## config.mk

```make
export PLATFORM = sky130hd
export DESIGN_NAME = ssac_out_q
export DESIGN_NICKNAME = d
export VERILOG_FILES = /design/src/hw/rtl/ssac_pkg.sv /design/src/hw/rtl/ssac_out_q.sv
export SDC_FILE = /design/constraint.sdc
export NUM_CORES = 1
export LEC_CHECK = 0
export BUFFER_PORTS_ARGS = -buffer_cell sky130_fd_sc_hd__buf_4
export CORE_MARGIN = 10
export CORE_UTILIZATION = 50
export DETAILED_ROUTE_END_ITERATION = 8
export HOLD_SLACK_MARGIN = 0.08
export PLACE_DENSITY = 0.79
export SLEW_MARGIN = 30
export SYNTH_ARGS = -nofsm -noshare
export SYNTH_HDL_FRONTEND = slang
export SYNTH_SLANG_ARGS = --single-unit
```

## constraint.sdc

```tcl
create_clock -name clk -period 8.18 [get_ports clk]
set_clock_uncertainty 0.2 [all_clocks]
set_input_delay 1.227 -clock clk [delete_from_list [all_inputs] [get_ports clk]]
set_output_delay 1.227 -clock clk [all_outputs]
set_load 0.1 [all_outputs]
```

## src/hw/rtl/ssac_pkg.sv

```systemverilog
package ssac_pkg;

  localparam int TABLE_ENTRIES = 1024;
  localparam int IDX_W = (TABLE_ENTRIES > 1) ? $clog2(TABLE_ENTRIES) : 1;
  localparam int USED_W = $clog2(TABLE_ENTRIES + 1);

  localparam logic [15:0] MIN_FRAME_BYTES = 16'd34;
  localparam logic [4:0] SHIFT_RESET = 5'd3;

  typedef enum logic [2:0] {
    ST_NOT_SAMPLED = 3'd0,
    ST_SHORT       = 3'd1,
    ST_INCREMENTED = 3'd2,
    ST_INSERTED    = 3'd3,
    ST_FULL        = 3'd4,
    ST_READ_HIT    = 3'd5,
    ST_READ_MISS   = 3'd6
  } status_t;

  typedef enum logic [1:0] {
    BK_IDLE,
    BK_LOOK,
    BK_CMP
  } back_state_t;

  // A word from the front part; direct words already carry their final status.
  typedef struct packed {
    logic        direct;
    logic        rd;
    status_t     status;
    logic [31:0] addr;
  } cmd_t;

  typedef struct packed {
    status_t     status;
    logic [63:0] count;
  } result_t;

endpackage

```

## src/hw/rtl/ssac_out_q.sv

```systemverilog
module ssac_out_q (
  input  logic                clk,
  input  logic                rst,
  input  logic                res_valid,
  input  ssac_pkg::result_t   res,
  output logic                out_full,
  output logic                empty,
  input  logic                pop,
  output ssac_pkg::result_t   head
);

  ssac_pkg::result_t q [2];
  logic       wr_ptr;
  logic       rd_ptr;
  logic [1:0] cnt;
  logic       do_pop;

  assign out_full = (cnt == 2'd2);
  assign empty = (cnt == 2'd0);
  assign do_pop = pop && !empty;
  assign head = q[rd_ptr];

  always_ff @(posedge clk) begin
    if (res_valid) begin
      q[wr_ptr] <= res;
    end
  end

  always_ff @(posedge clk) begin
    if (rst) begin
      wr_ptr <= 1'b0;
      rd_ptr <= 1'b0;
      cnt <= 2'd0;
    end else begin
      if (res_valid) begin
        wr_ptr <= !wr_ptr;
      end
      if (do_pop) begin
        rd_ptr <= !rd_ptr;
      end
      cnt <= cnt + {1'b0, res_valid} - {1'b0, do_pop};
    end
  end

endmodule

```

* Word level (Yosys, flattened, before mapping)
Memories as Yosys holds them, arrays and structs flattened. A register that Yosys moved wholly into a read port is not among the register bits.
Index checks and enable logic that the tools add are counted.
** Word-level totals
- Bits in registers :: 4
- RAM bits :: 134
- Input bits :: 71
- Word-level logic and storage cells :: 16
- Output and inout port bits :: 69
- Memories :: 1
** Memories
- q :: words 2, width 67, rd ports 1, clocked after Yosys merged registers in 1, wr ports 1, RTL line ssac_out_q.sv:12 : ssac_pkg::result_t q [2];
** Operators by class
- Reductions and logical operators :: 5
- Equal/unequal tests :: 1
- $add $sub $neg :: 2
- Mux-type cells :: 4
** Operators with widths (number)
- 1-bit two-way mux :: 4
- 1-bit logical NOT :: 3
- 2-bit by 1-bit adder with 2-bit output :: 1
- 2-bit == test, second input constant :: 1
- 2-bit logical NOT :: 1
- 2-bit by 1-bit subtractor with 2-bit output :: 1
- 1-bit logical AND :: 1

* Longest topological paths before layout
- Depth in word-level cells :: 5
- Gate-level depth with buffers :: 6
- Mapped depth without buffers :: 6

* Worst setup path before layout
Ideal clock, no wire load.
- Path kind :: input -> register
- Start :: input res_valid
- End :: memory q[0][0] in the netlist's numbering (enable)
- Data required time :: 7480 ps
- Path slack :: 3310 ps
- Cell stages on the path :: 1
- Arrival time :: 4170 ps
- Cell sequence :: nor2b_1
** On the way
- Cells in the longest elaborated chain, start to end :: 2
** Ends and longest elaborated chain
- start, declared :: RTL line ssac_out_q.sv:4 : input logic res_valid,
- 1-bit two-way mux :: RTL line ssac_out_q.sv:24 : if (res_valid) begin
- 1-bit two-way mux (implied by the code) :: RTL line ssac_out_q.sv:25 : q[wr_ptr] <= res;
- end, declared :: RTL line ssac_out_q.sv:12
No other way between the ends.

==> flow_metrics.py <==
metrics = {
    "outcome": {
        "status": "complete, no violations",
    },
    "grt": {
        "overflow": 0,
        "grt_pass1_vias": 2794,
        "grt_max_degree": 68,
        "grt_pass1_wl_um": 14370,
        "grt_usage_pct": 12.50,
        "antenna_found_initial": 0,
    },
    "pwr": {
        "p_per_area_nw_per_um2": 366.1,
        "leakagePower_nw": 2.682,
        "peakVddDrop_mv": 0.2039,
    },
    "cells_and_area": {
        "fillers": 682,
        "seq_area_um2": 4128,
        "area_growth_pct": 34.27,
        "drive_gt1_share_pct": 61.46,
        "stdcell_area_um2": 6965,
        "nets": 457,
        "final_util_pct": 68.08,
        "multi_input_area_um2": 1010,
        "n_antenna_cell": 0,
    },
    "placed_design": {
        "gp_congestion": 0.7030,
        "dpl-instance-area_um2": 6386,
        "post-place-ws_ns": 4.903,
        "dp_hpwl_um": 6550,
        "port_buffers": 139,
    },
    "logic_synthesis": {
        "synth_top_area_cell": "edfxtp_1",
        "synthArstFlopShare_pct": 0,
        "netlist.area_leader.share_pct": 77.57,
        "ys_warn_count": 0,
        "synth_area_per_cell_um2": 22.46,
        "synth_edf_count": 134,
        "synth-seq-cells": 139,
        "synthDistinctLibCells": 15,
        "synthesis.nets": 304,
        "synthFlopType": "edfxtp_1",
        "synthTopCellsByCount": "134 x edfxtp_1, 39 x mux2_2, 30 x mux2_4",
        "yosysSeqAreaShare_pct": 79.50,
        "yosysMostFrequentCell": "edfxtp_1",
        "netlist_area_um2": 5187,
        "syn_inst": 231,
        "yosys-top-cells-area": "edfxtp_1 78%, mux2_4 8.7%, mux2_2 8.5%",
    },
    "die": {
        "num_rows": 37,
        "die_y_um": 121.9,
        "coreArea_um2": 10230,
        "die_area_um2": 14850,
        "dieWidth_um": 121.9,
        "io_pins": 140,
        "start_util_pct": 50.70,
    },
    "clocking": {
        "clkLatencyLatePin_ns": 0.50,
        "clock-root-buffer": "clkbuf_8",
        "post-cts-setup-buffer-count": 0,
        "h-tree-depth": 4,
        "path_clk_slew_ns": 0.06,
        "cts_resized": 0,
        "cts.path.max_buffers": 2,
        "ctsHoldBuffers": 0,
        "cts_tree": "yes",
        "cts.sinks": 139,
        "numCtsBuffers": 17,
    },
    "drt": {
        "drt-total-wl_um": 9543,
        "post_drt_wl_per_cell_um": 17.90,
        "drt_iter0_drc": 176,
        "postRouteAntennaNets": 0,
        "drc": 0,
        "drtPass1Iterations": 4,
        "via_per_inst": 4.857,
        "vias": 2589,
    },
    "sta": {
        "finalMaxSlewViolations": 0,
        "fin_crit_sh_pct": 43.73,
        "setup_ws_ns": 4.603,
        "finalHoldViolCount": 0,
        "rsz0062_at_grt": "no",
        "tightest_slew_ns": 0.9283,
        "whs_ns": 0.4137,
        "setup_tns_ns": 0,
        "slew-limit-headroom_pct": 38.11,
        "clock.fmax_mhz": 279.5,
        "fin_crit_ns": 3.577,
        "final-setup-viol-count": 0,
    },
    "critical_path": {
        "cp-end-kind": "primary output",
        "startpoint_type": "flop",
        "rrSetupSlack_ns": 5.93,
        "worstSetupPathType": "reg2out",
        "cp.arrival_ns": 2.15,
        "cp.required_ns": 6.75,
        "critical_path.max_fanout": 37,
    },
    "job": {
        "drv_cap": 0,
    },
    "hold_path": {
        "hp-class": "reg2reg",
    },
}
## power breakdown
group          internal [mW]  switching [mW]  total (mW)  leakage [nW]
Sequential             0.837          0.0374       0.875          1.30
Clock                  0.439           0.292       0.731         0.273
Combinational          0.248           0.696       0.944          1.11
## path summary, 6_finish.rpt
path / start / end / depth (start not counted)
max: flop / head[1] / 3
min: wr_ptr$_SDFFE_PP0P_ / wr_ptr$_SDFFE_PP0P_ / 2
max reg2reg: wr_ptr$_SDFFE_PP0P_ / q[0][12]$_DFFE_PP_ / 2
min reg2reg: wr_ptr$_SDFFE_PP0P_ / wr_ptr$_SDFFE_PP0P_ / 2
## cell families (layout without fill, tap and decap cells)
family	after synthesis	after routing	share of synthesized area (%)
compound gates	1	1	0.1448
xor+xnor	2	2	0.6030
fa+ha+maj	2	2	0.4823
buf+inv	9	175	1.230
flops	139	139	79.50
mux	69	69	17.15
simple gates	9	9	0.8923
## metal layers
layer  GRT usage [%]  share of wire, %  vias up  wire length, µm
met2           19.21                49      102             4657
met3           5.782               9.5        6              910
met1           14.72                41     1267             3905
li1                -                 -     1214                -
met5               0                 0        -                0
met4           5.738              0.73        0               70
## state kept, by name, summed over array words and instances, names as in the netlist, named ones only
signal,cells
cnt,2
rd_ptr,1
wr_ptr,1
q,134
## area by class of cell
class / count / area share [%]
Sequential cell: 139 / 59.26
Timing Repair Buffer: 141 / 15.38
Multi-Input combinational cell: 83 / 14.50
Clock buffer: 17 / 5.946
Tap cell: 136 / 2.443
Clock inverter: 15 / 2.371
Inverter: 2 / 0.1078
## worst max-delay path, cell delays in order (launching register included)
cell	delay [ns]
dfxtp_4	0.68
buf_12	0.31
mux2_2	0.39
buf_4	0.24
## cells in the final DEF, fill, tap and decap left out
cell type,Yosys,routed
clkinv_1,0,1
edfxtp_1,134,134
bufinv_16,0,2
o21a_1,1,1
inv_6,0,3
inv_8,0,2
mux2_4,30,30
nor2b_1,4,3
inv_1,2,2
xnor2_1,1,1
clkinv_4,0,2
buf_4,1,140
ha_1,2,2
nor2b_4,0,1
clkinvlp_4,0,4
and2_4,0,1
buf_12,0,1
clkbuf_16,0,16
mux2_2,39,39
clkbuf_8,0,1
clkinv_2,0,1
dfxtp_4,0,1
xnor3_1,1,1
nor2_1,4,4
dfxtp_1,5,4
## per-stage QoR
step	std cells	total power, mW
after floorplan	231	1.661
after global placement	500	1.831
after detailed placement	501	1.842
after CTS	533	2.572
after global routing	533	2.630
final	533	2.550
Note: power is estimated with default switching activity, not from simulation.
