`src/hw/rtl/ssac_pkg.sv`:
```
package ssac_pkg;

  localparam int TABLE_ENTRIES = 1024;
  localparam int IDX_W = (TABLE_ENTRIES > 1) ? $clog2(TABLE_ENTRIES) : 1;
  localparam int USED_W = $clog2(TABLE_ENTRIES + 1);

  localparam logic [15:0] MIN_FRAME_BYTES = 16'd34;
  localparam logic [4:0] SHIFT_RESET = 5'd3;

  typedef enum logic [2:0] {
    ST_NOT_SAMPLED = 3'd0,
    ST_SHORT       = 3'd1,
    ST_INCREMENTED = 3'd2,
    ST_INSERTED    = 3'd3,
    ST_FULL        = 3'd4,
    ST_READ_HIT    = 3'd5,
    ST_READ_MISS   = 3'd6
  } status_t;

  typedef enum logic [1:0] {
    BK_IDLE,
    BK_LOOK,
    BK_CMP
  } back_state_t;

  // A word from the front part; direct words already carry their final status.
  typedef struct packed {
    logic        direct;
    logic        rd;
    status_t     status;
    logic [31:0] addr;
  } cmd_t;

  typedef struct packed {
    status_t     status;
    logic [63:0] count;
  } result_t;

endpackage

```
`src/hw/rtl/ssac_front.sv`:
```
module ssac_front (
  input  logic             clk,
  input  logic             rst,
  input  logic             push,
  output logic             full,
  input  logic             req_type,
  input  logic [31:0]      random_word,
  input  logic [15:0]      frame_length,
  input  logic [31:0]      source_address,
  input  logic             cfg_valid,
  output logic             cfg_ready,
  input  logic [4:0]       cfg_data,
  output logic             cmd_valid,
  output ssac_pkg::cmd_t   cmd,
  input  logic             cmd_pop
);

  logic [4:0]     sample_shift;
  ssac_pkg::cmd_t q [2];
  logic           wr_ptr;
  logic           rd_ptr;
  logic [1:0]     cnt;
  logic [31:0]    mask;
  ssac_pkg::cmd_t cls;
  logic           do_push;

  assign cfg_ready = 1'b1;
  assign full = (cnt == 2'd2);
  assign do_push = push && !full;
  assign cmd_valid = (cnt != 2'd0);
  assign cmd = q[rd_ptr];

  always_comb begin
    mask = (32'd1 << sample_shift) - 32'd1;
    cls.rd = req_type;
    cls.addr = source_address;
    cls.direct = 1'b0;
    cls.status = ssac_pkg::ST_NOT_SAMPLED;
    if (!req_type) begin
      if ((random_word & mask) != 32'd0) begin
        cls.direct = 1'b1;
        cls.status = ssac_pkg::ST_NOT_SAMPLED;
      end else if (frame_length < ssac_pkg::MIN_FRAME_BYTES) begin
        cls.direct = 1'b1;
        cls.status = ssac_pkg::ST_SHORT;
      end
    end
  end

  always_ff @(posedge clk) begin
    if (rst) begin
      sample_shift <= ssac_pkg::SHIFT_RESET;
    end else if (cfg_valid) begin
      sample_shift <= cfg_data;
    end
  end

  always_ff @(posedge clk) begin
    if (do_push) begin
      q[wr_ptr] <= cls;
    end
  end

  always_ff @(posedge clk) begin
    if (rst) begin
      wr_ptr <= 1'b0;
      rd_ptr <= 1'b0;
      cnt <= 2'd0;
    end else begin
      if (do_push) begin
        wr_ptr <= !wr_ptr;
      end
      if (cmd_pop) begin
        rd_ptr <= !rd_ptr;
      end
      cnt <= cnt + {1'b0, do_push} - {1'b0, cmd_pop};
    end
  end

endmodule

```
`config.mk`:
```
export PLATFORM = sky130hd
export DESIGN_NAME = ssac_front
export DESIGN_NICKNAME = d
export VERILOG_FILES = /design/src/hw/rtl/ssac_pkg.sv /design/src/hw/rtl/ssac_front.sv
export SDC_FILE = /design/constraint.sdc
export NUM_CORES = 1
export LEC_CHECK = 0
export BUFFER_PORTS_ARGS = -buffer_cell sky130_fd_sc_hd__buf_2
export CAP_MARGIN = 20
export CORE_MARGIN = 2
export CORE_UTILIZATION = 38
export DETAILED_ROUTE_END_ITERATION = 10
export GPL_TIMING_DRIVEN = 0
export PLACE_DENSITY = 0.63
export SLEW_MARGIN = 20
export SYNTH_ARGS = -nofsm -noshare
export SYNTH_HDL_FRONTEND = slang
export SYNTH_SLANG_ARGS = --single-unit
```
`constraint.sdc`:
```
create_clock -name clk -period 2.5 [get_ports clk]
set_input_delay 0.375 -clock clk [delete_from_list [all_inputs] [get_ports clk]]
set_output_delay 0.375 -clock clk [all_outputs]
set_load 0.02 [all_outputs]
```
### After elaboration in Yosys (flattened, before gate mapping)

Memory sizes are Yosys's and may differ from the RTL's. A register that Yosys moved wholly into a read port is not among the register bits.
Cells that the tools add are included.

| storage, ports and cells | value |
|---|---|
| output and inout bits | 40 |
| input port bits | 91 |
| word-level logic and storage cells | 28 |
| register bits | 9 |
| memories kept | 1 |
| bits in writable memories | 70 |

Memories:

| name | depth | bits a word | rd ports | clocked after memory_dff | wr ports | RTL line | source |
|---|---|---|---|---|---|---|---|
| q | 2 | 35 | 1 | 1 | 1 | ssac_front.sv:19 | `ssac_pkg::cmd_t q [2];` |

| cells by class | value |
|---|---|
| order comparisons | 1 |
| equal/unequal tests | 1 |
| reduce and logical (&&, ||, !) cells | 6 |
| bitwise logic cells | 1 |
| shift operators | 1 |
| mux-type cells | 10 |
| add/subtract/negate cells | 3 |

Operators by type and width:

| kind | count |
|---|---|
| bitwise AND 32 bit | 1 |
| nonzero test 32 bit | 1 |
| << shifter 1 x 5 -> 32 bit (first input constant) | 1 |
| subtractor 32 x 1 -> 32 bit (second input constant) | 1 |
| < comparator 16 x 6 -> 1 bit (second input constant) | 1 |
| two-way mux 1 bit | 10 |
| zero test 1 bit | 3 |
| adder 2 x 1 -> 2 bit | 1 |
| == test 2 bit (second input constant) | 1 |
| nonzero test 2 bit | 1 |
| subtractor 2 x 1 -> 2 bit | 1 |
| logical AND 1 bit | 1 |

### Depth between registers and ports, before layout

Gate-level depths: netlist (run 1).

| logic depth | value |
|---|---|
| word-level depth | 6 |
| mapped depth | 12 |
| depth with buffers taken out | 9 |

### Worst setup path after synthesis (run 1)

No wires, ideal clock.

| timing | value |
|---|---|
| path type | register to register |
| from | register, netlist name sample_shift[1] |
| to | memory q[0][36] in the netlist's numbering (data pin) |
| data required time | 2218 ps |
| buffers on the path | 3 |
| slack | -75 ps |
| arrival | 2293 ps |
| period minus slack after synthesis | 2575 ps |
| cell stages (with the launch flop) | 12 |
| cell sequence | dfxtp_1 -> buf_2 -> nor3_1 -> nand2_1 -> ha_1 -> buf_2 -> clkbuf_1 -> o21bai_1 -> a41oi_1 -> nor2_1 -> a211oi_1 -> a41oi_1 |

RTL lines:

| item | RTL line |
|---|---|
| to (decl) | ssac_front.sv:19 |

==> summary.md, run 1 <==
| Metric | Value |
|---|---|
| N_diodes | 0 |
| Most frequent cells in the layout | buf_2, edfxtp_1, mux2_2 |
| Overall Power | 0.00367 W |
| Compound-Gate Fraction of Synth Area | 9.86% |
| Critical Path Sink Type | register |
| H-Tree Depth | 3 |
| Largest family of logic cells by synthesized area | multiplexers |
| Syn avg cell area | about 14 sq um |
| Clk slew on worst S/H paths | approximately 0.090 ns |
| Post-synth cell types | 58 |
| Initial antenna violation count | 0 |
| Antenna-violating nets left | 0 |
| Synth Flop Type | edfxtp_1 |
| Drt first pass iters | 4 |
| Synth Register Bits | 80 |
| I/O Pins | between 100 and 150 |
| Status | complete, no violations |
| CP Cell Sequence | buf_6 -> buf_12 -> nor3_4 -> nand2_2 -> ha_4 -> nand2b_4 -> nor4_4 -> or3_4 -> a221oi_2 -> and4_1 -> a41oi_2 |
| Num CTS Buffers | 9 |
| Pin count of the biggest net entering global routing | 21 |
| Cells after Synth | about 280 |
| Die H | roughly 100 um |
| Asr flop ratio synth | 0% |
| Fin crit share | 96.9% |
| Number of synthesized flops with an enable pin | 70 |
| Hold Fails Final Rpt | 0 |
| R2R depth | 11 |
| Fin crit period | between 2 and 2.5 ns |
| CP Class | register to register |
| Drt via density | around 5.1 |
| Crit-path max FO | 7 |
| CTS Buffer Depth | 2 |
| Starting Density | roughly 39% |
| WL/cell | between 15 and 20 um |
| DP Wirelength | 6.09 mm |
| Clk sinks | 80 |
| XOR/XNOR share of the synthesized area | roughly 1.2% |
| Peak supply drop | 0.295 mV |
| Core Box Area | 9640 sq um |
| Layout area overhead | 36.3% |
| Worst rel slew slack | between 60% and 70% |
| Synthesis Warnings | 0 |
| Crit-path leading delay family | simple AND/OR/NAND/NOR gates |
| Filler cells | 887 |
| Post-Synth Simple-Gate Area | between 10% and 20% |
| CP peak stage delay | around 0.39 ns |
| TritonCTS clock tree | yes |
| I/O Buffers | 123 |
| Die X | roughly 100 um |
| GPL Wtd Cong | just under 0.9 |
| Crit path arrival time | roughly 2.5 ns |
| Fmax | roughly 0.41 GHz |
| Vias in the first global route | around 2700 |
| Mux contribution to synthesized area | 11.7% |
| Element type at the critical path start | register |
| Iter 0 DRT Violations | between 100 and 150 |
| Slew of the pin with the lowest slew margin | approximately 0.56 ns |
| Standard-cell rows | 36 |
| Die area | between 10000 and 15000 sq um |
| Skew final | between 0.009 and 0.01 ns |
| RSZ-0062 raised after global routing | yes |
| Sequential share of the synthesized area | 61.9% |
| Hold WS | 0.212 ns |
| Drc violations | 0 |
| Final setup fails | 0 |
| Max Cap Viol | 0 |
| Slowest stage cell, crit path | or3_4 |
| Global route total overflow | 0 |
| Clk Latency, worst-skew pair | 0.34 ns |
| CP required | 2.57 ns |
| Worst Hold Class | input port to register |
| Vias | approximately 2800 |
| Commonest non-fill, non-tap cell in the layout | buf_2 |
| Mapped Area | roughly 3700 sq um |
| Routed WL | between 8 and 9 mm |
| Layout cell share with drive strength beyond 1 | 55.4% |
| Fin. max-slew vios | 0 |
| Buf/Inv on CP | 2 |
| First-pass GRT wire length | around 13 mm |
| Total GRT Usage | between 15 and 20% |
| Nets | slightly above 500 |
| Root Buffer | clkbuf_8 |
| Adder-Cell Fraction of Synth Area | under 10% |
| Leakage power | approximately 2 nW |
| Min-Delay Path Depth | 1 |
| CTS Hold Buffers Added | 0 |
| Cell area power density | between 700 and 800 nW/um^2 |
| CP Depth | 11 |
| Post-route setup TNS | 0 ns |
[repair_timing]
action | CTS | global route
endpoints found under the setup margin | 34 | 4
resized for setup | 37 | 18
gates cloned | 0 | 1
buffers inserted | 1 | 10
pin swaps | 6 | 13
[cells in the mapped netlist, types with 2 or more instances]
master | n | area share (%)
nor3_1 | 4 | 0.54
a31oi_1 | 2 | 0.34
mux2_2 | 36 | 11
a211o_1 | 2 | 0.47
nor2_1 | 22 | 2.2
nand2b_1 | 4 | 0.67
nand2_1 | 9 | 0.91
xor2_1 | 2 | 0.47
dfxtp_1 | 10 | 5.4
edfxtp_1 | 70 | 57
buf_6 | 2 | 0.61
o211ai_1 | 3 | 0.61
o21ai_0 | 10 | 1.3
a31o_2 | 2 | 0.47
o31ai_1 | 2 | 0.40
buf_4 | 3 | 0.61
and4_1 | 2 | 0.47
o311ai_0 | 2 | 0.47
nand4_1 | 2 | 0.34
buf_2 | 6 | 0.81
mux2i_1 | 3 | 0.81
a22oi_1 | 2 | 0.40
nand3_1 | 4 | 0.54
or4_1 | 2 | 0.40
a21boi_0 | 2 | 0.40
nor4_1 | 5 | 0.84
xnor2_1 | 3 | 0.71
o21a_1 | 2 | 0.40
conb_1 | 2 | 0.20
or2_2 | 2 | 0.34
a22o_1 | 2 | 0.47
a41oi_1 | 2 | 0.47
clkbuf_1 | 11 | 1.1
o2111ai_1 | 2 | 0.47
inv_1 | 3 | 0.30
nor2b_1 | 5 | 0.84
or3_1 | 3 | 0.50
ha_1 | 3 | 1.0
a21oi_1 | 3 | 0.40
[stage by stage]
step / area (sq um) / setup WS, ns / cells / utilization (%)
2_1_floorplan: 3730 / 0.0237 / 276 / -
4_1_cts: 4890 / 0.00511 / 550 / 50.8
3_3_place_gp: 4510 / -0.841 / 532 / 46.8
3_5_place_dp: 4570 / -0.465 / 534 / 47.5
5_1_grt: 5070 / -0.0120 / 561 / 52.6
6_report: 5070 / 0.0767 / 561 / 52.6
[logic make-up after synthesis]
family / count (synthesis)
multiplexers: 39
other: 2
flip-flops: 80
adder cells (fa/ha/maj): 4
XOR/XNOR: 5
AO/OA/AOI/OAI: 49
buffers and inverters: 26
AND/OR/NAND/NOR: 70
[sequential cells by signal (all words and copies together), names as in the netlist, named ones only]
name,flops
cnt,2
q,70
wr_ptr,1
rd_ptr,1
sample_shift,5
[final cells by class]
cell class                      count  area [sq um]  area share [%]
Clock buffer                        9           124            2.44
Tap cell                          133           166            3.28
Clock inverter                      7          77.6            1.53
Multi-Input combinational cell    170          1420            28.0
Inverter                            3          11.3           0.222
Sequential cell                    80          2310            45.7
Buffer                             22           176            3.48
Timing Repair Buffer              137           778            15.4
[path summary, 6_finish.rpt]
kind | from | to | slack (ns)
setup reg to reg | sample_shift[3] | q[1][36] | 0.08
hold reg to reg | rd_ptr | rd_ptr | 0.52
hold / removal | source_address[29] | q[0][29] | 0.21
setup / recovery | sample_shift[3] | q[1][36] | 0.08
[report_power, final]
part | internal (W) | switching (W) | total [W]
Sequential | 0.00168 | 0.0000574 | 0.00174
Clock | 0.000472 | 0.000475 | 0.000946
Combinational | 0.000426 | 0.000560 | 0.000987
[metal layers]
metal | track usage, % | wire length, um | vias up
met5 | 0 | 0 | -
met4 | 4.86 | 106 | 0
met3 | 3.19 | 662 | 8
met2 | 27.4 | 4200 | 130
met1 | 19.5 | 3640 | 1362
li1 | - | - | 1348
Power figures use the tool's default switching activity.
==> inputs of run 2 (changes only) <==
--- a/config.mk
+++ b/config.mk
@@ -11,7 +11,8 @@
 export CORE_UTILIZATION = 38
 export DETAILED_ROUTE_END_ITERATION = 10
 export GPL_TIMING_DRIVEN = 0
-export PLACE_DENSITY = 0.63
+export PLACE_DENSITY = 0.61
+export SKIP_CTS_REPAIR_TIMING = 1
 export SLEW_MARGIN = 20
 export SYNTH_ARGS = -nofsm -noshare
 export SYNTH_HDL_FRONTEND = slang
==> constraint.sdc (replaced) <==
create_clock -name clk -period 2.3 [get_ports clk]
set_input_delay 0.345 -clock clk [delete_from_list [all_inputs] [get_ports clk]]
set_output_delay 0.345 -clock clk [all_outputs]
set_load 0.02 [all_outputs]
==> run 2 against run 1 <==
The run now ends with setup timing left. Sequential power grew 9%. Final area shrank 1.6%. Non-clock buffer count fell by 2. Global-route usage down 0.15 points. Routed wire length up 2.2%. Combinational power increased by 6%. Count of clock-buffer cells in the layout stayed put. Clock power decreased by 2%. Core utilization decreased by 0.82 points. Cell count down 0.36%.
==> summary.md, run 2 (same netlist as run 1, synthesis figures left out) <==
| Metric | Value |
|---|---|
| Min-Delay Path Depth | 1 (unchanged) |
| Root Buffer | clkbuf_8 (unchanged) |
| Fin crit share | 108% (was 96.9%) |
| Multi-input gate area | 1390 sq um (was 1420 sq um) |
| Drt via density | 5.01 (was 5.08) |
| Drc violations | 0 (unchanged) |
| Layout area overhead | 34.2% (was 36.3%) |
| Clk Latency, worst-skew pair | 0.34 ns (about the same) |
| I/O Buffers | 123 (unchanged) |
| Dpl ws | -0.372 ns (was -0.465 ns) |
| Max Cap Viol | 0 (unchanged) |
| CP required | 2.37 ns (was 2.57 ns) |
| Peak supply drop | 0.536 mV (was 0.295 mV) |
| H-Tree Depth | 3 (unchanged) |
| Num CTS Buffers | 9 (unchanged) |
| Reg power frac | 48.9% (was 47.4%) |
| Fmax | 0.402 GHz (was 0.413 GHz) |
| Switch Pwr | 0.00119 W (was 0.00109 W) |
| Largest Register | q (unchanged) |
| Starting Density | 38.6% (unchanged) |
| Combinational share of power | 27.1% (was 26.8%) |
| Vias | 2799 (was 2848) |
| Skew final | 0.00657 ns (was 0.00952 ns) |
| R2R depth | 11 (unchanged) |
| Antenna-violating nets left | 0 (unchanged) |
| Fin crit period | 2.49 ns (was 2.42 ns) |
| Failing checks | setup timing |
| Hold Fails Final Rpt | 0 (unchanged) |
| Max reg flops | 70 (unchanged) |
| Element type at the critical path start | register (unchanged) |
| Worst rel slew slack | 64.4% (was 62.6%) |
| Worst Hold Class | input port to register (unchanged) |
| Commonest non-fill, non-tap cell in the layout | buf_2 (unchanged) |
| Crit-path max FO | 6 (was 7) |
| Filler cells | 889 (was 887) |
| Leakage power | 1.97 nW (was 2.00 nW) |
| Fin. max-slew vios | 0 (unchanged) |
| CTS Buffer Depth | 2 (unchanged) |
| WL/cell | 15.7 um (was 15.3 um) |
| Iter 0 DRT Violations | 84 (was 118) |
| Layout cell share with drive strength beyond 1 | 55.2% (was 55.4%) |
| Critical Path Sink Type | register (unchanged) |
| Power Internal | 0.00268 W (was 0.00258 W) |
| Status | finished with violations (was complete, no violations) |
| Most frequent cells in the layout | buf_2, edfxtp_1, mux2_2 (unchanged) |
| Drt first pass iters | 5 (was 4) |
| Power share of the clock group | 24.0% (was 25.7%) |
| Initial antenna violation count | 0 (unchanged) |
| Die area | 10600 sq um (unchanged) |
| Setup ws final | -0.187 ns (was 0.0767 ns) |
| Pin count of the biggest net entering global routing | 30 (was 21) |
| Vias in the first global route | 2628 (was 2657) |
| I/O Pins | 131 (unchanged) |
| Cell area power density | 777 nW/um^2 (was 725 nW/um^2) |
| DP Wirelength | 6.01 mm (was 6.09 mm) |
| Standard-cell rows | 36 (unchanged) |
| N_diodes | 0 (unchanged) |
| Global route total overflow | 0 (unchanged) |
| Total GRT Usage | 15.5% (was 15.7%) |
| Switching Fraction | 30.8% (was 29.7%) |
| Clk sinks | 80 (unchanged) |
| FF+latch area | 2310 sq um (about the same) |
| TritonCTS clock tree | yes (unchanged) |
| CP Class | register to register (unchanged) |
| Core Box Area | 9640 sq um (unchanged) |
| Die X | 103 um (unchanged) |
| Crit path arrival time | 2.56 ns (was 2.49 ns) |
| First-pass GRT wire length | 12.6 mm (was 12.8 mm) |
| Final setup fails | 4 (was 0) |
| Routed WL | 8.79 mm (was 8.60 mm) |
| Die H | 103 um (unchanged) |
| Slew of the pin with the lowest slew margin | 0.534 ns (was 0.560 ns) |
| Overall Power | 0.00388 W (was 0.00367 W) |
| Clk slew on worst S/H paths | 0.09 ns (about the same) |
| Nets | 515 (was 517) |
| RSZ-0062 raised after global routing | yes (unchanged) |
| Hold WS | 0.184 ns (was 0.212 ns) |
| Biggest regs | q (70), sample_shift (5), cnt (2) (unchanged) |
| GPL Wtd Cong | 0.897 (was 0.888) |
[run 2: cell types whose count changed in the layout (fill, tap and decap cells not counted), moves of 2 or more]
cell	change
o21ai_0	-2
clkinv_2	+2
dfxtp_2	-2
buf_6	-2
buf_16	-2
buf_8	+2
[run 2: final cells by class]
class | instances | area share (%)
flip-flops and latches | 80 | 46.4
multi-input cells | 170 | 27.9
repair buffers | 136 | 15.1
plain buffers | 21 | 3.36
well taps | 133 | 3.34
clock buffers | 9 | 2.48
clock inverters | 7 | 1.10
inverters | 3 | 0.226
[run 2: power by group through the flow]
stage                     registers [W]  clock network, W  logic [W]
after detailed placement        0.00193                 0    0.00101
after CTS                       0.00189          0.000972    0.00101
after global routing            0.00192           0.00103    0.00114
after global placement          0.00193                 0   0.000961
after floorplan                 0.00191                 0   0.000651
final                           0.00190          0.000931    0.00105
[run 2: through the flow]
step,instances,util [%],cell area (sq um),setup TNS (ns)
6_report,559,51.8,4990,-0.675
2_1_floorplan,276,-,3800,-0.0576
3_5_place_dp,534,48.0,4630,-1.39
3_3_place_gp,532,47.5,4580,-8.03
5_1_grt,559,51.8,4990,-1.14
4_1_cts,550,49.9,4810,-6.97
[run 2: final timing paths]
| check | start | end | slack (ns) |
|---|---|---|---|
| worst max-delay path | sample_shift[1] | q[0][36] | -0.19 |
| worst min-delay path | source_address[0] | q[0][0] | 0.18 |
| worst max register to register | sample_shift[1] | q[0][36] | -0.19 |
| worst min register to register | rd_ptr | rd_ptr | 0.53 |
[run 2: per-layer routing]
layer  track usage (%)  vias to the layer above  part of all wire (%)
li1                  -                     1353                     -
met1              19.9                     1337                    43
met2              25.1                       97                    49
met3              4.61                       12                   6.8
met4              5.47                        0                   1.5
met5                 0                        -                     0
[run 2: worst max-delay path, stage by stage (launching register included)]
cell      delay [ns]
dfxtp_4         0.37
buf_8           0.13
nor3_4          0.22
nand2_2         0.10
ha_4            0.21
and2_4          0.16
buf_4           0.15
o21ai_2         0.12
a21boi_2        0.07
o31ai_2         0.29
and4_1          0.26
a41oi_2         0.13
